### src/rtl/lpfb_pkg.sv
package lpfb_pkg;

  // Bytes in a frame header (big-endian payload length).
  localparam int unsigned HDR_BYTES = 4;

  typedef enum logic [1:0] {
    CMD_PUSH  = 2'd0,
    CMD_PULL  = 2'd1,
    CMD_CLEAR = 2'd2,
    CMD_NONE  = 2'd3
  } cmd_e;

  typedef enum logic [2:0] {
    ST_PUSHED    = 3'd0,
    ST_BYTE      = 3'd1,
    ST_NOT_READY = 3'd2,
    ST_EMPTY     = 3'd3,
    ST_DROPPED   = 3'd4,
    ST_TOO_LARGE = 3'd5,
    ST_CLEARED   = 3'd6
  } status_e;

  typedef enum logic [1:0] {
    BK_IDLE = 2'd0,
    BK_HDR  = 2'd1,
    BK_EVAL = 2'd2,
    BK_READ = 2'd3
  } back_state_e;

  typedef struct packed {
    cmd_e       cmd;
    logic [7:0] data;
  } item_t;

  typedef struct packed {
    logic [12:0] fill_level;
    status_e     status;
    logic        last;
    logic [7:0]  out_byte;
  } res_t;

endpackage

### src/rtl/lpfb_front.sv
module lpfb_front (
  input  logic               clk_i,
  input  logic               rst_ni,
  input  logic               in_valid_i,
  output logic               in_ready_o,
  input  logic [1:0]         in_cmd_i,
  input  logic [7:0]         in_data_i,
  output logic               q_valid_o,
  input  logic               q_ready_i,
  output lpfb_pkg::item_t    q_item_o
);

  lpfb_pkg::item_t entry_q [2];
  logic            wr_ptr_q, wr_ptr_d;
  logic            rd_ptr_q, rd_ptr_d;
  logic [1:0]      cnt_q, cnt_d;
  logic            push, pop;
  lpfb_pkg::item_t item_in;

  assign in_ready_o = (cnt_q != 2'd2);
  assign q_valid_o  = (cnt_q != 2'd0);
  assign q_item_o   = entry_q[rd_ptr_q];
  assign push       = in_valid_i && in_ready_o;
  assign pop        = q_valid_o && q_ready_i;

  // Every code is carried through; the back end answers the unused one.
  always_comb begin
    item_in.cmd  = lpfb_pkg::cmd_e'(in_cmd_i);
    item_in.data = in_data_i;
  end

  always_comb begin
    wr_ptr_d = push ? ~wr_ptr_q : wr_ptr_q;
    rd_ptr_d = pop ? ~rd_ptr_q : rd_ptr_q;
    cnt_d    = cnt_q + {1'b0, push} - {1'b0, pop};
  end

  always_ff @(posedge clk_i or negedge rst_ni) begin
    if (!rst_ni) begin
      wr_ptr_q <= 1'b0;
      rd_ptr_q <= 1'b0;
      cnt_q    <= 2'd0;
    end else begin
      wr_ptr_q <= wr_ptr_d;
      rd_ptr_q <= rd_ptr_d;
      cnt_q    <= cnt_d;
    end
  end

  always_ff @(posedge clk_i) begin
    if (push) begin
      entry_q[wr_ptr_q] <= item_in;
    end
  end

endmodule

### config.mk
export PLATFORM = sky130hd
export DESIGN_NAME = lpfb_front
export DESIGN_NICKNAME = d
export VERILOG_FILES = /design/src/rtl/lpfb_pkg.sv /design/src/rtl/lpfb_front.sv
export SDC_FILE = /design/constraint.sdc
export NUM_CORES = 1
export LEC_CHECK = 0
export ABC_AREA = 1
export ABC_CLOCK_PERIOD_IN_PS = 3100
export BUFFER_PORTS_ARGS = -buffer_cell sky130_fd_sc_hd__buf_2
export CORE_MARGIN = 2
export CORE_UTILIZATION = 54
export DETAILED_ROUTE_END_ITERATION = 10
export PLACE_DENSITY = 0.83
export SLEW_MARGIN = 20
export SYNTH_ARGS = -nofsm -noshare
export SYNTH_HDL_FRONTEND = slang
export SYNTH_SLANG_ARGS = --single-unit
### constraint.sdc
create_clock -name clk_i -period 3.1 [get_ports clk_i]
set_input_delay 0.31 -clock clk_i [delete_from_list [all_inputs] [get_ports clk_i]]
set_output_delay 0.31 -clock clk_i [all_outputs]
set_load 0.005 [all_outputs]
==> results.cfg <==
[routing]
vias_per_cell = 4.64
drc_errors = 0
first_iter_violations = 11
m1WireLength_um = 616
top_layer = met4
met3_length_um = 68
wl_per_cell_um = 11.9
met2_length_um = 887
dr.pass1.iters = 2
ant_nets = 0
wirelength_mm = 1.64
num_vias = 636

[synthesis]
synth_fp_nets = 100
yosys_warnings = 0
syn_area_um2 = 982
yosysSeqAreaShare_pct = 71.3
postSynthAreaPerCell_um2 = 11.7
ys_ff_latch = 24
synthCells = 84
ys_types = 12

[floorplanning]
die_area_um2 = 2180
num_io_pins = 26
std_cell_rows = 15
die_height_um = 46.7
die_width_um = 46.7
core_area_um2 = 1730
initial_core_util_pct = 56.9

[sta]
finalSetupViolCount = 0
maxSlewHeadroom_pct = 44.7
final_max_slew_viol_count = 0
fin_tns_setup_ns = 0
final-hold-violation-count = 0
worst_pin_slew_ns = 0.826
grt_setup_unrepaired = no
finalWorstSetupSlack_ns = 1.30
clock.fmax_mhz = 556
min_period_ns = 1.80
fin_skew_ns = 0.00976
period_share_pct = 58.0

[cts]
cts_setup_buffers = 0
cts_tree = done
htree_levels = 1
cts_root_buffer = clkbuf_4
clock_latency_ns = 0.31
hold_buffers = 1
cts_buffer_depth = 2
cts_sinks = 24
path_clk_slew_ns = 0.12
cts_inserted_buffers = 3
cts-resized-gates = 0

[worst_setup_path]
crit_path_frequent_cell = nand2_1
path_cells = inv_1, nand2_1, nand2_1, buf_2
crit_arrival_ns = 1.49
reg2reg_setup_slack_ns = 1.49
required_ns = 2.79
regToRegEndpoint = entry_q[1][8]
r2r-start = cnt_q[1]
cp_max_fo = 12
endpoint_kind = primary output
r2r_cells = 3
critical_path_class = reg -> out
critPathLaunchType = flop
critPathMaxStageDelay_ns = 0.60
cp_slowest_cell = dfrtp_1

[layout]
final_common_cell = nand2_1
final_cell_mix = nand2_1, buf_2, edfxtp_1, inv_1
antenna_cells = 0
finalNetCount = 129
drive_above_1_share_pct = 30.4
synthToLayoutAreaGrowth_pct = 17.1

[grt]
grt_max_degree = 14
grt_usage_pct = 17.9
antenna_found_initial = 0
overflow = 0
grt_pass1_vias = 626
grt_pass1_wl_mm = 2.57

[hold_path]
hp-start = in_data_i[5]
hold_path_depth = 1
hp-class = in -> reg
whs_endpoint = entry_q[0][5]

[pwr]
powerDensity_nw_per_um2 = 845
p_leak_nw = 0.549
ir_worst_vdd_v = 0.000521

[outcome]
status = completed

[place]
gp_congestion = 0.755
dp_hpwl_mm = 1.19
post-place-ws_ns = 1.46
io_buffers = 25

[flow_run]
maxCapViolCount = 0
## metal layers
| layer | track usage, % | vias up |
|---|---|---|
| met5 | 0 | - |
| met4 | 10.0 | 0 |
| met3 | 3.53 | 8 |
| met2 | 31.7 | 19 |
| met1 | 19.8 | 286 |
| li1 | - | 323 |
## kinds of logic (layout without fill, tap and decap cells)
logic type	count (synthesis)	count (layout)	synth area share (%)
adder cells (fa/ha/maj)	2	2	2.55
buffers and inverters	11	39	5.99
AND/OR/NAND/NOR	47	47	20.1
flip-flops	24	24	71.3
## worst max-delay path by stage
| stage | depth (start not counted) | start | to |
|---|---|---|---|
| after floorplan | 3 | cnt_q[1] | entry_q[1][0] |
| after global placement | 3 | cnt_q[1] | entry_q[1][7] |
| after detailed placement | 3 | cnt_q[1] | entry_q[1][0] |
| after CTS | 4 | rd_ptr_q | q_item_o[0] |
| after global routing | 4 | rd_ptr_q | q_item_o[1] |
| final | 4 | rd_ptr_q | q_item_o[0] |
## final cells by class
type	count	area, µm²
inverter	9	33.8
tap	25	31.3
sequential	24	701
fill	142	577
multi-input combinational	49	223
timing repair buffer	26	135
clock buffer	4	26.3
## flip-flops by register name, indices dropped and copies added, names as in the netlist
name and cells:
wr_ptr_q 1, rd_ptr_q 1, cnt_q 2, entry_q 20
## synthesized netlist by cell type
library cell,number,area (µm²)
nand2_1,38,143
edfxtp_1,20,601
inv_1,8,30.0
dfrtp_1,4,100
nand2_2,4,25.0
nand3_1,3,15.0
ha_1,2,25.0
buf_6,1,11.3
clkbuf_8,1,13.8
inv_2,1,3.75
nand2_4,1,11.3
nor2_1,1,3.75
## critical path: cells and delay by family (launching register included)
kind	cells	cell delay [ns]
buffers and inverters	2	0.41
flip-flops	1	0.60
AND/OR/NAND/NOR	2	0.18
## metrics by stage
stage               hold slack (ns)  power [mW]  cells  instance area (µm²)  utilization, %
detailed placement            0.125       0.846    132                 1110            64.5
floorplan                    0.0144       0.732     84                  982               -
finish                        0.173       0.972    137                 1150            66.6
CTS                           0.176       0.983    137                 1150            66.6
global route                  0.169        1.04    137                 1150            66.6
global placement              0.120       0.826    132                 1110            64.5
## where the power goes
group          switching [mW]  internal (mW)
combinational           0.202          0.132
sequential             0.0535          0.447
clock                  0.0871         0.0503
Power figures use the tool's default switching activity.
